`config.mk`:
```
export PLATFORM = sky130hd
export DESIGN_NAME = accumulator_alu_8bit_with_flags_top
export DESIGN_NICKNAME = d
export VERILOG_FILES = /design/src/sv/aalu8_pkg.sv /design/src/sv/aalu8_muldiv.sv /design/src/sv/accumulator_alu_8bit_with_flags_top.sv
export SDC_FILE = /design/constraint.sdc
export NUM_CORES = 1
export LEC_CHECK = 0
export ABC_AREA = 1
export BUFFER_PORTS_ARGS = -buffer_cell sky130_fd_sc_hd__buf_4
export CAP_MARGIN = 0
export CORE_ASPECT_RATIO = 0.7
export CORE_MARGIN = 8
export CORE_UTILIZATION = 54
export DETAILED_ROUTE_END_ITERATION = 7
export PLACE_DENSITY = 0.8
export SYNTH_ARGS = -nofsm -noshare
export SYNTH_HDL_FRONTEND = slang
export SYNTH_HIERARCHICAL = 1
export SYNTH_SLANG_ARGS = --single-unit
```
`constraint.sdc`:
```
create_clock -name clk_i -period 4.4 [get_ports clk_i]
set_input_delay 0.22 -clock clk_i [delete_from_list [all_inputs] [get_ports clk_i]]
set_output_delay 0.22 -clock clk_i [all_outputs]
set_load 0.01 [all_outputs]
```
`src/sv/aalu8_pkg.sv`:
```
// Package for the 8-bit accumulator ALU: operation codes and the
// control and status types shared by the top level and the mul/div unit.
// No dependencies.
`default_nettype none

package aalu8_pkg;

  localparam int unsigned OpW   = 5;
  localparam int unsigned ByteW = 8;

  typedef enum logic [OpW-1:0] {
    OP_NOP   = 5'd0,
    OP_ADD   = 5'd1,
    OP_ADDC  = 5'd2,
    OP_SUBB  = 5'd3,
    OP_MUL   = 5'd4,
    OP_DIV   = 5'd5,
    OP_AND   = 5'd6,
    OP_OR    = 5'd7,
    OP_XOR   = 5'd8,
    OP_CLRA  = 5'd9,
    OP_CPLA  = 5'd10,
    OP_RL    = 5'd11,
    OP_RLC   = 5'd12,
    OP_RR    = 5'd13,
    OP_RRC   = 5'd14,
    OP_SWAP  = 5'd15,
    OP_INCA  = 5'd16,
    OP_DECA  = 5'd17,
    OP_XCH   = 5'd18,
    OP_XCHD  = 5'd19,
    OP_MOVA  = 5'd20,
    OP_MOVB  = 5'd21,
    OP_CLRC  = 5'd22,
    OP_SETBC = 5'd23,
    OP_CPLC  = 5'd24,
    OP_CJNE  = 5'd25
  } op_e;

  // Command from the sequencer to the mul/div unit.
  typedef struct packed {
    logic             start;
    logic             is_div;
    logic [ByteW-1:0] a;
    logic [ByteW-1:0] b;
  } md_ctl_t;

  // Status back from the mul/div unit.
  typedef struct packed {
    logic             busy;
    logic             done;
    logic [ByteW-1:0] hi;
    logic [ByteW-1:0] lo;
  } md_sts_t;

endpackage

`default_nettype wire

```
`src/sv/aalu8_muldiv.sv`:
```
// Iterative 8x8 multiply and 8/8 divide on one shared 10-bit adder.
// Depends on aalu8_pkg.
`default_nettype none

module aalu8_muldiv (
  input  wire logic               clk_i,
  input  wire logic               rst_ni,
  input  wire aalu8_pkg::md_ctl_t ctl_i,
  output aalu8_pkg::md_sts_t      sts_o
);
  import aalu8_pkg::*;

  logic             busy_q, busy_d;
  logic             done_q, done_d;
  logic [2:0]       cnt_q, cnt_d;
  logic             div_q, div_d;
  logic [ByteW-1:0] b_q, b_d;
  logic [ByteW-1:0] hi_q, hi_d;
  logic [ByteW-1:0] lo_q, lo_d;

  // Shared adder: add for multiply, trial subtract for divide.
  logic [ByteW+1:0] opx, opy, sum;

  always_comb begin
    if (div_q) begin
      opx = {1'b0, hi_q, lo_q[ByteW-1]};
      opy = {2'b00, b_q};
      sum = opx - opy;
    end else begin
      opx = {2'b00, hi_q};
      opy = lo_q[0] ? {2'b00, b_q} : '0;
      sum = opx + opy;
    end
  end

  always_comb begin
    busy_d = busy_q;
    done_d = 1'b0;
    cnt_d  = cnt_q;
    div_d  = div_q;
    b_d    = b_q;
    hi_d   = hi_q;
    lo_d   = lo_q;
    if (ctl_i.start) begin
      busy_d = 1'b1;
      cnt_d  = '0;
      div_d  = ctl_i.is_div;
      b_d    = ctl_i.b;
      hi_d   = '0;
      lo_d   = ctl_i.a;
    end else if (busy_q) begin
      if (div_q) begin
        if (!sum[ByteW+1]) begin
          hi_d = sum[ByteW-1:0];
          lo_d = {lo_q[ByteW-2:0], 1'b1};
        end else begin
          hi_d = {hi_q[ByteW-2:0], lo_q[ByteW-1]};
          lo_d = {lo_q[ByteW-2:0], 1'b0};
        end
      end else begin
        hi_d = sum[ByteW:1];
        lo_d = {sum[0], lo_q[ByteW-1:1]};
      end
      cnt_d = cnt_q + 3'd1;
      if (cnt_q == 3'd7) begin
        busy_d = 1'b0;
        done_d = 1'b1;
      end
    end
  end

  always_ff @(posedge clk_i or negedge rst_ni) begin
    if (!rst_ni) begin
      busy_q <= 1'b0;
      done_q <= 1'b0;
      cnt_q  <= '0;
    end else begin
      busy_q <= busy_d;
      done_q <= done_d;
      cnt_q  <= cnt_d;
    end
  end

  always_ff @(posedge clk_i) begin
    div_q <= div_d;
    b_q   <= b_d;
    hi_q  <= hi_d;
    lo_q  <= lo_d;
  end

  assign sts_o.busy = busy_q;
  assign sts_o.done = done_q;
  assign sts_o.hi   = hi_q;
  assign sts_o.lo   = lo_q;

endmodule

`default_nettype wire

```
`src/sv/accumulator_alu_8bit_with_flags_top.sv`:
```
// Single-cycle ops: the result word is valid right after the accept edge.
// MUL and DIV by a nonzero B run 8 shared-adder iterations, then the output load.
// Single-cycle ops take one word per cycle while the result output is not stalled;
// during a MUL/DIV the block takes no input until the mul/div adder loop finishes and loads the result.
// Reset (rst_ni low, asynchronous) clears A, B, CY, AC, OV and empties the output register.
// Depends on aalu8_pkg and aalu8_muldiv.
`default_nettype none

module accumulator_alu_8bit_with_flags_top (
  input  wire logic        clk_i,
  input  wire logic        rst_ni,
  // Input word.
  input  wire logic        s_axis_tvalid_i,
  output logic             s_axis_tready_o,
  input  wire logic [7:0]  s_axis_tdata_i,   // [7:0] operand
  input  wire logic [4:0]  s_axis_tuser_i,   // [4:0] op
  // Result word.
  output logic             m_axis_tvalid_o,
  input  wire logic        m_axis_tready_i,
  // [7:0] acc_out, [15:8] b_out, [16] carry_out, [17] aux_carry_out,
  // [18] overflow_out, [26:19] writeback_byte, [27] not_equal,
  // [28] acc_is_zero, [31:29] zero
  output logic [31:0]      m_axis_tdata_o
);
  import aalu8_pkg::*;

  typedef enum logic [1:0] {
    S_IDLE = 2'b01,
    S_RUN  = 2'b10
  } state_e;

  state_e state_q, state_d;

  // Architectural state.
  logic [ByteW-1:0] acc_q, acc_d;
  logic [ByteW-1:0] b_q, b_d;
  logic             cy_q, cy_d;
  logic             ac_q, ac_d;
  logic             ov_q, ov_d;

  // Output register.
  logic             ovld_q, ovld_d;
  logic [31:0]      odata_q, odata_d;

  md_ctl_t md_ctl;
  md_sts_t md_sts;

  aalu8_muldiv u_muldiv (
    .clk_i  (clk_i),
    .rst_ni (rst_ni),
    .ctl_i  (md_ctl),
    .sts_o  (md_sts)
  );

  logic             in_acc;
  logic             out_take;
  op_e              op;
  logic [ByteW-1:0] v;
  logic             load;
  logic [ByteW-1:0] wb;
  logic             ne;

  // Remember which long op runs and the operand byte it echoes back.
  logic             md_ctl_div_q;
  logic [ByteW-1:0] hold_v_q;

  // Adder and borrow terms for ADD, ADDC and SUBB.
  logic             cin;
  logic [ByteW:0]   add_full;
  logic [4:0]       add_low;
  logic [ByteW-1:0] add_sev;
  logic             sb3, sb7, sb8;

  assign op       = op_e'(s_axis_tuser_i);
  assign v        = s_axis_tdata_i;
  assign out_take = ovld_q && m_axis_tready_i;
  // Take a word only from idle, with the output register free or draining now.
  assign s_axis_tready_o = (state_q == S_IDLE) && (!ovld_q || m_axis_tready_i);
  assign in_acc   = s_axis_tvalid_i && s_axis_tready_o;

  assign cin      = (op == OP_ADD) ? 1'b0 : cy_q;
  assign add_full = {1'b0, acc_q} + {1'b0, v} + {{ByteW{1'b0}}, cin};
  assign add_low  = {1'b0, acc_q[3:0]} + {1'b0, v[3:0]} + {4'd0, cin};
  assign add_sev  = {1'b0, acc_q[6:0]} + {1'b0, v[6:0]} + {7'd0, cin};
  assign sb3      = {1'b0, acc_q[3:0]} < ({1'b0, v[3:0]} + {4'd0, cy_q});
  assign sb7      = {1'b0, acc_q[6:0]} < ({1'b0, v[6:0]} + {7'd0, cy_q});
  assign sb8      = {1'b0, acc_q} < ({1'b0, v} + {{ByteW{1'b0}}, cy_q});

  always_comb begin
    state_d       = state_q;
    acc_d         = acc_q;
    b_d           = b_q;
    cy_d          = cy_q;
    ac_d          = ac_q;
    ov_d          = ov_q;
    wb            = v;
    ne            = 1'b0;
    load          = 1'b0;
    md_ctl.start  = 1'b0;
    md_ctl.is_div = (op == OP_DIV);
    md_ctl.a      = acc_q;
    md_ctl.b      = b_q;

    case (state_q)
      S_IDLE: begin
        if (in_acc) begin
          load = 1'b1;
          case (op)
            OP_ADD, OP_ADDC: begin
              acc_d = add_full[ByteW-1:0];
              cy_d  = add_full[ByteW];
              ac_d  = add_low[4];
              ov_d  = add_sev[7] ^ add_full[ByteW];
            end
            OP_SUBB: begin
              acc_d = acc_q - v - {{(ByteW-1){1'b0}}, cy_q};
              cy_d  = sb8;
              ac_d  = sb3;
              ov_d  = sb7 ^ sb8;
            end
            OP_MUL: begin
              // Hand off to the shared unit; hold the result until it finishes.
              load         = 1'b0;
              md_ctl.start = 1'b1;
              state_d      = S_RUN;
            end
            OP_DIV: begin
              cy_d = 1'b0;
              if (b_q == '0) begin
                ov_d = 1'b1;
              end else begin
                load         = 1'b0;
                md_ctl.start = 1'b1;
                state_d      = S_RUN;
              end
            end
            OP_AND:   acc_d = acc_q & v;
            OP_OR:    acc_d = acc_q | v;
            OP_XOR:   acc_d = acc_q ^ v;
            OP_CLRA:  acc_d = '0;
            OP_CPLA:  acc_d = ~acc_q;
            OP_RL:    acc_d = {acc_q[6:0], acc_q[7]};
            OP_RLC: begin
              acc_d = {acc_q[6:0], cy_q};
              cy_d  = acc_q[7];
            end
            OP_RR:    acc_d = {acc_q[0], acc_q[7:1]};
            OP_RRC: begin
              acc_d = {cy_q, acc_q[7:1]};
              cy_d  = acc_q[0];
            end
            OP_SWAP:  acc_d = {acc_q[3:0], acc_q[7:4]};
            OP_INCA:  acc_d = acc_q + 8'd1;
            OP_DECA:  acc_d = acc_q - 8'd1;
            OP_XCH: begin
              wb    = acc_q;
              acc_d = v;
            end
            OP_XCHD: begin
              wb    = {v[7:4], acc_q[3:0]};
              acc_d = {acc_q[7:4], v[3:0]};
            end
            OP_MOVA:  acc_d = v;
            OP_MOVB:  b_d   = v;
            OP_CLRC:  cy_d  = 1'b0;
            OP_SETBC: cy_d  = 1'b1;
            OP_CPLC:  cy_d  = ~cy_q;
            OP_CJNE: begin
              ne   = (acc_q != v);
              cy_d = (acc_q < v);
            end
            default: ;  // unused codes act as nop
          endcase
        end
      end
      S_RUN: begin
        if (md_sts.done) begin
          // Quotient or low product to A, remainder or high product to B.
          load    = 1'b1;
          acc_d   = md_sts.lo;
          b_d     = md_sts.hi;
          cy_d    = 1'b0;
          ov_d    = md_ctl_div_q ? 1'b0 : (md_sts.hi != '0);
          wb      = hold_v_q;
          state_d = S_IDLE;
        end
      end
      default: state_d = S_IDLE;
    endcase
  end

  always_ff @(posedge clk_i) begin
    if (md_ctl.start) begin
      md_ctl_div_q <= md_ctl.is_div;
      hold_v_q     <= v;
    end
  end

  always_comb begin
    ovld_d  = ovld_q;
    odata_d = odata_q;
    if (out_take) begin
      ovld_d = 1'b0;
    end
    if (load) begin
      ovld_d  = 1'b1;
      odata_d = {3'b000, (acc_d == '0), ne, wb, ov_d, ac_d, cy_d, b_d, acc_d};
    end
  end

  always_ff @(posedge clk_i or negedge rst_ni) begin
    if (!rst_ni) begin
      state_q <= S_IDLE;
      acc_q   <= '0;
      b_q     <= '0;
      cy_q    <= 1'b0;
      ac_q    <= 1'b0;
      ov_q    <= 1'b0;
      ovld_q  <= 1'b0;
    end else begin
      state_q <= state_d;
      acc_q   <= acc_d;
      b_q     <= b_d;
      cy_q    <= cy_d;
      ac_q    <= ac_d;
      ov_q    <= ov_d;
      ovld_q  <= ovld_d;
    end
  end

  always_ff @(posedge clk_i) begin
    odata_q <= odata_d;
  end

  assign m_axis_tvalid_o = ovld_q;
  assign m_axis_tdata_o  = odata_q;

  // The output register must be empty for the whole of a mul/div run.
  a_run_out_empty : assert property (@(posedge clk_i) disable iff (!rst_ni)
    (state_q == S_RUN) |-> !ovld_q)
    else $error("output register busy during mul/div run");

  // The unit reports completion only while the sequencer waits for it.
  a_done_in_run : assert property (@(posedge clk_i) disable iff (!rst_ni)
    md_sts.done |-> (state_q == S_RUN))
    else $error("mul/div done outside of a run");

  // An accepted MUL starts the unit and moves the sequencer to the run state.
  a_mul_starts : assert property (@(posedge clk_i) disable iff (!rst_ni)
    (in_acc && (s_axis_tuser_i == OP_MUL)) |=> ((state_q == S_RUN) && md_sts.busy))
    else $error("mul did not start the shared unit");

  // A run never takes an input word.
  a_no_accept_in_run : assert property (@(posedge clk_i) disable iff (!rst_ni)
    md_sts.busy |-> !s_axis_tready_o)
    else $error("input accepted while the shared unit is busy");

endmodule

`default_nettype wire
```
# Yosys cells after proc, flatten, opt, wreduce, memory -nomap -nowiden
# Index checks and enable logic that the tools add are counted.
[word_totals]
ff_bits = 89
input_bits = 17
out_inout_bits = 34
wordCells = 150
[classes]
add_sub_neg = 16
order_cmp = 4
eq_ne = 33
mux = 58
n_bitwise = 7
reduce_logical = 15
[op_table]
columns = ["operator", "count"]
rows = [
  ["$pmux 8 s16", 1],
  ["$mux 8", 13],
  ["$pmux 8 s2", 4],
  ["$eq 5x5->1 const B", 10],
  ["$eq 5x4->1 const B", 8],
  ["$mux 1", 24],
  ["$eq 5x3->1 const B", 4],
  ["$logic_not 8->1", 2],
  ["$pmux 1 s2", 6],
  ["$add 8x10->10", 1],
  ["$eq 5x2->1 const B", 2],
  ["$mux 10", 1],
  ["$sub 9x8->10", 1],
  ["$add 8x1->9", 1],
  ["$add 8x8->9", 1],
  ["$add 9x1->9", 1],
  ["$lt 8x9->1", 1],
  ["$add 7x1->8", 1],
  ["$add 7x7->8", 1],
  ["$add 8x1->8", 1],
  ["$add 8x1->8 const B", 1],
  ["$and 8x8->8", 1],
  ["$lt 7x8->1", 1],
  ["$lt 8x8->1", 1],
  ["35 further kinds", 45],
]

# Longest topological paths before layout
# Gate-level depths: netlist of run 1.
[logic_depth]
ltp_word = 7
depth_mapped = 22
ltp_nobuf = 21

# Cells and area by module
# Netlist of run 1, hierarchy kept.
[modules_own_cells]
columns = ["mod", "instances", "cells_each", "area_per_inst_um2", "seq_area_each_um2"]
rows = [
  ["accumulator_alu_8bit_with_flags_top", 1, 799, 5655.4, 1692.9],
  ["aalu8_muldiv", 1, 318, 2299.7, 795.8],
]

# Least setup slack after synthesis of run 1
# No wires, ideal clock.
[synth_timing]
kind = "reg-to-reg"
startpoint = "reg state_q[0]"
endpoint = "reg odata_q[0], in the netlist m_axis_tdata_o[0] (enable)"
setup_ps = 426
arrival_ps = 2978
required_ps = 3974
setup_slack_ps = 996
path_stages_with_launch = 8
n_path_buf = 0
synth_period_minus_slack_ps = 3404
path_cell_list = "dfstp_2 -> ha_1 -> inv_1 -> nor2_1 -> nand2_1 -> inv_1 -> nand2_1 -> a21oi_1"
[synth_via]
elab_chain_cells = 5
word_cells_on_any_way = 6
classes_between = "eq/ne (2); mux (2); reduce/logical (2)"
[synth_rtl]
columns = ["item", "line", "text"]
rows = [
  ["from (decl)", "accumulator_alu_8bit_with_flags_top.sv:32", "state_e state_q, state_d;"],
  ["from (signal assigned)", "accumulator_alu_8bit_with_flags_top.sv:221", "state_q <= state_d;"],
  ["$eq 2x1->1", "accumulator_alu_8bit_with_flags_top.sv:78", "assign s_axis_tready_o = (state_q == S_IDLE) && (!ovld_q || m_axis_tready_i);"],
  ["$logic_and 1x1->1", "accumulator_alu_8bit_with_flags_top.sv:78", ""],
  ["named net s_axis_tready_o", "accumulator_alu_8bit_with_flags_top.sv:14", "output logic s_axis_tready_o,"],
  ["$logic_and 1x1->1", "accumulator_alu_8bit_with_flags_top.sv:79", "assign in_acc = s_axis_tvalid_i && s_axis_tready_o;"],
  ["$mux 1", "accumulator_alu_8bit_with_flags_top.sv:106", "if (in_acc) begin"],
  ["$pmux 1 s2", "accumulator_alu_8bit_with_flags_top.sv:104", "case (state_q)"],
  ["named net load", "accumulator_alu_8bit_with_flags_top.sv:59", "logic load;"],
  ["to (signal assigned)", "accumulator_alu_8bit_with_flags_top.sv:232", "odata_q <= odata_d;"],
  ["to (decl)", "accumulator_alu_8bit_with_flags_top.sv:43", "logic [31:0] odata_q, odata_d;"],
]
# The timed path passes the listed nets, and every way through them passes these cells.
# A chain may end at the register's enable or synchronous reset.

# Final worst setup path of run 1
[layout_timing]
startpoint = "reg state_q[0]"
endpoint = "reg odata_q[12], in the netlist m_axis_tdata_o[12], data pin"
[layout_via]
elab_chain_cells = 5
word_cells_on_any_way = 6
classes_between = "eq/ne (2); mux (2); reduce/logical (2)"
[layout_rtl]
columns = ["item", "line", "text"]
rows = [
  ["$eq 2x1->1", "accumulator_alu_8bit_with_flags_top.sv:78, accumulator_alu_8bit_with_flags_top.sv:104", ""],
  ["$logic_and 1x1->1", "accumulator_alu_8bit_with_flags_top.sv:78", ""],
  ["$logic_and 1x1->1", "accumulator_alu_8bit_with_flags_top.sv:79", ""],
  ["$mux 8", "accumulator_alu_8bit_with_flags_top.sv:106", ""],
  ["$pmux 8 s2 (*)", "accumulator_alu_8bit_with_flags_top.sv:104", ""],
  ["named net b_d[4]", "accumulator_alu_8bit_with_flags_top.sv:36", "logic [ByteW-1:0] b_q, b_d;"],
]
# Mark *: on every way through the listed nets, which the timed path passes. The rest lies on a longest branch.

==> reports/results.tsv, run 1 <==
metric	value	unit
status	complete, no violations	
drtPass1Iterations	6	
rows	37	
fmax	0.2893	GHz
portBuffers	47	
grt_pass1_vias	7301	
overflow	0	
power_density	629.8	mW/mm²
register_area	0.002489	mm²
hold_depth	1	
initial_utilization	54.67	%
grt_start_max_net_pins	31	
grt_pass1_wl	42.70	mm
routed_wl	27.62	mm
endpoint_kind	flop	
fill_cells	1355	
htreeDepth	3	
relSlewSlack	29.48	%
synth_warnings	6	
via_per_inst	5.919	
design_area	0.008796	mm²
crit_top_cell	inv_1	
drc	0	
slowest_stage	a21oi_1	
io-pin-count	51	
multiInputGateArea	0.004687	mm²
tightest_slew	1.055	ns
routabilityCongestion	1.017	
cp-start-kind	flop	
cts_root_buf	clkbuf_16	
post_synth.cell_area_avg	7.122	µm²
critPathRequiredTime	4.45	ns
syn2layout_area_growth	10.67	%
clk_path_buf_depth	2	
die_w	161	µm
coreArea	0.01454	mm²
drtAntennaViolNets	0	
critPathTopFamily	compound AO/OA/AOI/OAI gates	
cpPeakStageDelay	0.64	ns
drive_gt1_share	10.45	%
finish.utilization	60.51	%
reg2reg_depth	8	
dieArea	0.01892	mm²
final_net_count	1253	
power	5.540	mW
drv_slew	0	
routed-via-count	8062	
synth_area	0.007948	mm²
drt_iter0_drc	1156	
maxCapViolCount	0	
cts.sinks	90	
cts_buffers	9	
hp-class	in -> reg	
worstPathMaxFanout	23	
post-cts-setup-buffers	0	
crit_arrival	3.50	ns
final_common_cell	nand2_1	
crit_type	reg -> reg	
worstPathCellList	ha_1 -> inv_1 -> nor2_1 -> nand2_1 -> inv_1 -> nand3_1 -> a21oi_1 -> o21ai_0	
place_area	0.008492	mm²
path_clk_slew	0.06	ns
setup_violations	0	
rsz0062_at_grt	false	
dpl.hpwl	21.20	mm
die_height	117.5	µm
cp.depth	8	
grt.total_usage	28.54	%
period_share	78.57	%
antenna_found_initial	0	
cts_tree	built	
n_antenna_cell	0	
worst-path-buf-inv	2	
tns	0	ns
skew	0.008229	ns
p_leak	4.200	nW
final_hold_viol_count	0	
synthCells	1116	
wl_per_cell	20.28	µm
ir_drop	331.9	µV
clk_latency	0.34	ns
layout_common_cells	nand2_1, inv_1, nor2_1	
fin_crit	3.457	ns
-- where the power goes --
group          internal [mW]  switching (mW)
combinational           1.09            2.26
sequential              1.19           0.230
clock                  0.438           0.333
-- state kept, by name, summed over array words and instances (netlist names) --
name,cells
u_muldiv/hi_q,8
cy_q,1
u_muldiv/done_q,1
ov_q,1
acc_q,8
m_axis_tdata_o,29
u_muldiv/lo_q,8
m_axis_tvalid_o,1
md_ctl_div_q,1
u_muldiv/busy_q,1
u_muldiv/div_q,1
b_q,8
u_muldiv/cnt_q,3
hold_v_q,8
state_q,2
u_muldiv/b_q,8
ac_q,1
-- layout make-up --
class                   instances  area share (%)
clock buffers                   9           2.560
flip-flops and latches         90           28.29
multi-input cells             838           53.29
repair buffers                 64           5.491
well taps                     195           2.774
clock inverters                 7          0.7824
inverters                     159           6.814
-- timing repair --
action / CTS / global route
setup endpoints to repair: 0 / 0
hold buffers: 1 / 0
endpoints found under the hold margin: 26 / 0
resized for setup: 0 / 0
-- per-layer routing --
layer | GRT usage (%) | routed length, µm | up-vias
li1 | - | - | 3793
met1 | 43.69 | 12670 | 3730
met2 | 37.59 | 10810 | 508
met3 | 9.923 | 3862 | 31
met4 | 4.960 | 283 | 0
met5 | 0 | 0 | -
-- path summary, 6_finish.rpt --
| kind | from | endpoint | slack [ns] |
|---|---|---|---|
| setup / recovery | state_q[0] | m_axis_tdata_o[12] | 0.94 |
| hold / removal | s_axis_tdata_i[7] | hold_v_q[7] | 0.13 |
| min in group asynchronous | rst_ni | u_muldiv/cnt_q[1] | 0.35 |
| max in group asynchronous | rst_ni | state_q[0] | 3.70 |
| setup reg to reg | state_q[0] | m_axis_tdata_o[12] | 0.94 |
| hold reg to reg | b_q[1] | u_muldiv/b_q[1] | 0.48 |
-- metrics by stage --
stage	setup slack, ns	cells	hold WS [ns]
finish	0.9431	1362	0.1301
global route	0.7661	1362	0.1296
CTS	1.048	1362	0.1319
detailed placement	1.063	1345	0.1795
global placement	1.256	1345	0.1742
floorplan	0.9963	1118	-0.07559
(Power assumes the default switching activity.)
==> run 2, diff against run 1 <==
Settings changed: PLACE_DENSITY 0.8 to 0.83.
Clock period 4.4 ns to 2.9 ns, I/O delays scaled along.
==> reports/results.tsv, run 2 (synthesis gave the netlist of run 1 again) <==
metric	value	unit
status	complete, no violations	
ir_drop	382.6	µV
final_common_cell	nand2_1	
worst-path-buf-inv	3	
dpl.hpwl	21.86	mm
overflow	0	
clk_latency	0.35	ns
p_leak	4.468	nW
grt_pass1_vias	7584	
rows	37	
dp.cells	1397	
finish.utilization	63.97	%
clk_path_buf_depth	2	
critPathRequiredTime	3.11	ns
critPathTopFamily	simple AND/OR/NAND/NOR gates	
tns	0	ns
io-pin-count	51	
skew	0.01222	ns
critPathLaunch	cy_q	
drc	0	
crit_type	reg -> reg	
endpoint_kind	flop	
via_per_inst	5.884	
met3RoutedLength	4.539	mm
initial_utilization	54.67	%
slowest_stage	dfrtp_2	
drtPass1Iterations	6	
cp-start-kind	flop	
htreeDepth	3	
routabilityCongestion	1.042	
path_clk_slew	0.07	ns
wl_per_cell	20.16	µm
drive_gt1_share	16.46	%
dp_slack	-0.01800	ns
multiInputGateArea	0.004761	mm²
dieArea	0.01892	mm²
drt_iter0_drc	1201	
die_w	161	µm
top_layer	met4	
routed-via-count	8338	
cts_buffers	9	
cts.sinks	90	
fin_crit	2.883	ns
hold_start	s_axis_tdata_i[0]	
grt.total_usage	29.35	%
fill_cells	1299	
portBuffers	47	
instances_no_fill	1417	
layout_common_cells	nand2_1, inv_1, buf_4	
crit_top_cell	nand2_1	
power_density	972.7	mW/mm²
hp-class	in -> reg	
rsz0062_at_grt	true	
tightest_slew	0.6028	ns
coreArea	0.01454	mm²
antenna_found_initial	0	
worstPathCellList	inv_2 -> fa_2 -> fa_2 -> nand2_1 -> inv_1 -> o21ai_1 -> o21ai_1 -> nor2_1 -> nand3_1 -> nor2_2 -> nand3_1 -> nand2_1 -> nand2_1 -> o21ai_2 -> nand2_1 -> inv_1 -> nand2_1 -> nor2_2	
final_net_count	1307	
largest_reg_flops	29	
drtAntennaViolNets	0	
met2WireLength	11.25	mm
finalWorstSetupSlack	0.01707	ns
grt_pass1_wl	43.48	mm
period_share	99.41	%
relSlewSlack	59.63	%
drv_slew	0	
die_height	117.5	µm
drt-met1-wl	12.17	mm
worstPathMaxFanout	4	
cts_root_buf	clkbuf_16	
crit_arrival	3.09	ns
routed_wl	28.57	mm
cts_tree	built	
fmax	0.3469	GHz
syn2layout_area_growth	17.00	%
final_hold_viol_count	0	
register_area	0.002492	mm²
maxCapViolCount	0	
setup_violations	0	
worstReg2RegStart	cy_q	
grt_start_max_net_pins	28	
cpPeakStageDelay	0.42	ns
[run 2: metal layers]
layer  track usage, %  vias to the layer above
met5                0                        -
met4            6.863                        0
met3            12.58                       65
met2            39.76                      579
met1            41.88                     3797
li1                 -                     3897
[run 2: worst paths after layout]
path,end,slack [ns],depth (start not counted)
min in group asynchronous,u_muldiv/cnt_q[2],0.27,2
max in group asynchronous,cy_q,2.29,2
worst min-delay path,hold_v_q[0],0.06,1
worst max-delay path,m_axis_tdata_o[28],0.02,18
worst max register to register,m_axis_tdata_o[28],0.02,18
worst min register to register,u_muldiv/b_q[7],0.48,0
[run 2: timing repair]
item	in CTS	in global routing
resized for setup	4	27
endpoints found under the hold margin	26	0
endpoints found under the setup margin	3	20
buffers inserted	0	2
hold buffers	1	0
pin swaps	0	13
[run 2: cell type report]
cell class	count	area share, %
repair buffers	118	9.553
inverters	159	6.485
well taps	195	2.624
clock buffers	9	2.422
flip-flops and latches	90	26.80
diodes	1	0.02691
clock inverters	7	0.8881
multi-input cells	838	51.20
[run 2: report_power, final]
| part | internal [mW] | leakage [nW] | switching, mW | total [mW] |
|---|---|---|---|---|
| Sequential | 1.80 | 0.928 | 0.335 | 2.14 |
| Combinational | 1.99 | 3.40 | 3.67 | 5.66 |
| Clock | 0.685 | 0.145 | 0.567 | 1.25 |
| Total | 4.48 | 4.47 | 4.57 | 9.05 |
[run 2: per-stage QoR]
step / cell area (µm²) / hold WS (ns) / power (mW)
after detailed placement: 8882 / 0.1064 / 7.414
after global routing: 9296 / 0.04754 / 9.634
after CTS: 9210 / 0.03527 / 8.723
after floorplan: 7961 / -0.1506 / 5.420
after global placement: 8882 / 0.1031 / 7.331
final: 9299 / 0.06022 / 9.045
==> run 3, diff against run 2 <==
Settings changed: CELL_PAD_IN_SITES_DETAIL_PLACEMENT set to 1, CELL_PAD_IN_SITES_GLOBAL_PLACEMENT set to 2, CORE_UTILIZATION 54 to 32, PLACE_DENSITY 0.83 to 0.85, SLEW_MARGIN set to 30.
==> reports/results.tsv, run 3 (synthesis gave the netlist of run 1 again) <==
metric	value	unit
status	complete, no violations	
initial_utilization	32.43	%
wl_per_cell	21.59	µm
crit_type	reg -> reg	
coreArea	0.02450	mm²
cts_tree	built	
crit_arrival	3.09	ns
drv_slew	0	
rows	48	
finalWorstSetupSlack	0.04564	ns
critPathRequiredTime	3.13	ns
grt_start_max_net_pins	30	
dieArea	0.03022	mm²
path_clk_slew	0.08	ns
endpoint_kind	flop	
antenna_found_initial	0	
via_per_inst	5.360	
cts_buffers	9	
largest_reg_flops	29	
dpl.hpwl	26.43	mm
die_w	204.4	µm
tightest_slew	0.6748	ns
routabilityCongestion	0.9841	
tns	0	ns
io-pin-count	51	
rsz0062_at_grt	true	
die_height	147.9	µm
grt.total_usage	21.88	%
final_net_count	1325	
layout_common_cells	nand2_1, inv_1, buf_4	
drtAntennaViolNets	0	
fin_crit	2.854	ns
pwr-share-seq	21.5	%
switching_share	50.57	%
relSlewSlack	55.01	%
drt_iter0_drc	795	
combPwrFrac	65.1	%
finish.utilization	40.02	%
overflow	0	
final_hold_viol_count	0	
cts.sinks	90	
worstPathMaxFanout	4	
n_antenna_cell	0	
htreeDepth	3	
p_leak	4.603	nW
power	9.848	mW
drive_gt1_share	20.50	%
syn2layout_area_growth	23.38	%
holdWs	0.04172	ns
p_switching	4.981	mW
dp_slack	-0.2780	ns
grt_pass1_vias	8255	
portBuffers	47	
worstReg2RegStart	cy_q	
grt_pass1_wl	50.54	mm
cp-start-kind	flop	
hp-class	in -> reg	
clk_path_buf_depth	2	
routed_wl	33.77	mm
drc	0	
critPathLaunch	cy_q	
clk_latency	0.37	ns
setup_violations	0	
routed-via-count	8383	
maxCapViolCount	0	
fmax	0.3503	GHz
p_int	4.868	mW
clock_power_share	13.3	%
ir_drop	385.0	µV
cts_root_buf	clkbuf_16	
final_common_cell	nand2_1	
power_density	1004	mW/mm²
drtPass1Iterations	5	
period_share	98.43	%
skew	0.01502	ns
hold_start	s_axis_tdata_i[7]	
run 3: worst paths after layout:
path | cells past startpoint | slack, ns | endpoint
max | 21 | 0.05 | m_axis_tdata_o[28]
min | 1 | 0.04 | hold_v_q[7]
max reg2reg | 21 | 0.05 | m_axis_tdata_o[28]
min reg2reg | 0 | 0.49 | u_muldiv/b_q[3]
max in group asynchronous | 2 | 2.26 | cy_q
min in group asynchronous | 2 | 0.27 | u_muldiv/cnt_q[0]
run 3: area by class of cell:
type,instances,area [µm²]
clock buffers,9,225.2
clock inverters,7,93.84
fillers,3080,14700
inverters,159,608.1
multi-input cells,838,4945
flip-flops and latches,90,2491
well taps,325,406.6
repair buffers,136,1036
run 3: metrics by stage:
stage | area [µm²] | cells
finish | 9806 | 1564
global route | 9806 | 1564
CTS | 9513 | 1556
detailed placement | 9140 | 1538
global placement | 9140 | 1538
floorplan | 7961 | 1118
run 3: worst max-delay path: stages, from the launching register on:
cell	delay [ns]
dfrtp_2	0.45
inv_2	0.07
fa_2	0.57
inv_2	0.05
ha_4	0.15
inv_2	0.04
nand2_2	0.07
nand2_2	0.08
nand2_4	0.06
o21ai_2	0.16
a21oi_2	0.07
nor2_2	0.17
nand3_2	0.14
nor2_2	0.14
nand2_1	0.06
nand2_1	0.07
nand2_1	0.05
nand2_1	0.08
nand2_1	0.07
inv_1	0.06
nand2_1	0.04
nor2_1	0.08
run 3: power groups by stage:
stage | Sequential [mW] | Clock [mW] | Combinational (mW)
after CTS | 2.10 | 1.34 | 5.85
after floorplan | 2.12 | 0 | 3.30
after global placement | 2.12 | 0 | 5.61
after global routing | 2.15 | 1.38 | 6.98
final | 2.12 | 1.31 | 6.41
after detailed placement | 2.12 | 0 | 5.74
run 3: repair_timing:
| item | 4_1_cts | 5_1_grt |
|---|---|---|
| buffers inserted | 1 | 8 |
| setup endpoints to repair | 9 | 16 |
| hold buffers | 1 | 0 |
| hold endpoints to repair | 26 | 0 |
| pin swaps | 0 | 37 |
| gates resized for setup | 11 | 70 |
run 3: metal layers:
| metal | routed length, µm | global-route usage (%) |
|---|---|---|
| met2 | 13780 | 30.02 |
| met5 | 0 | 0 |
| met1 | 16580 | 32.73 |
| met3 | 3065 | 6.932 |
| met4 | 335 | 4.093 |
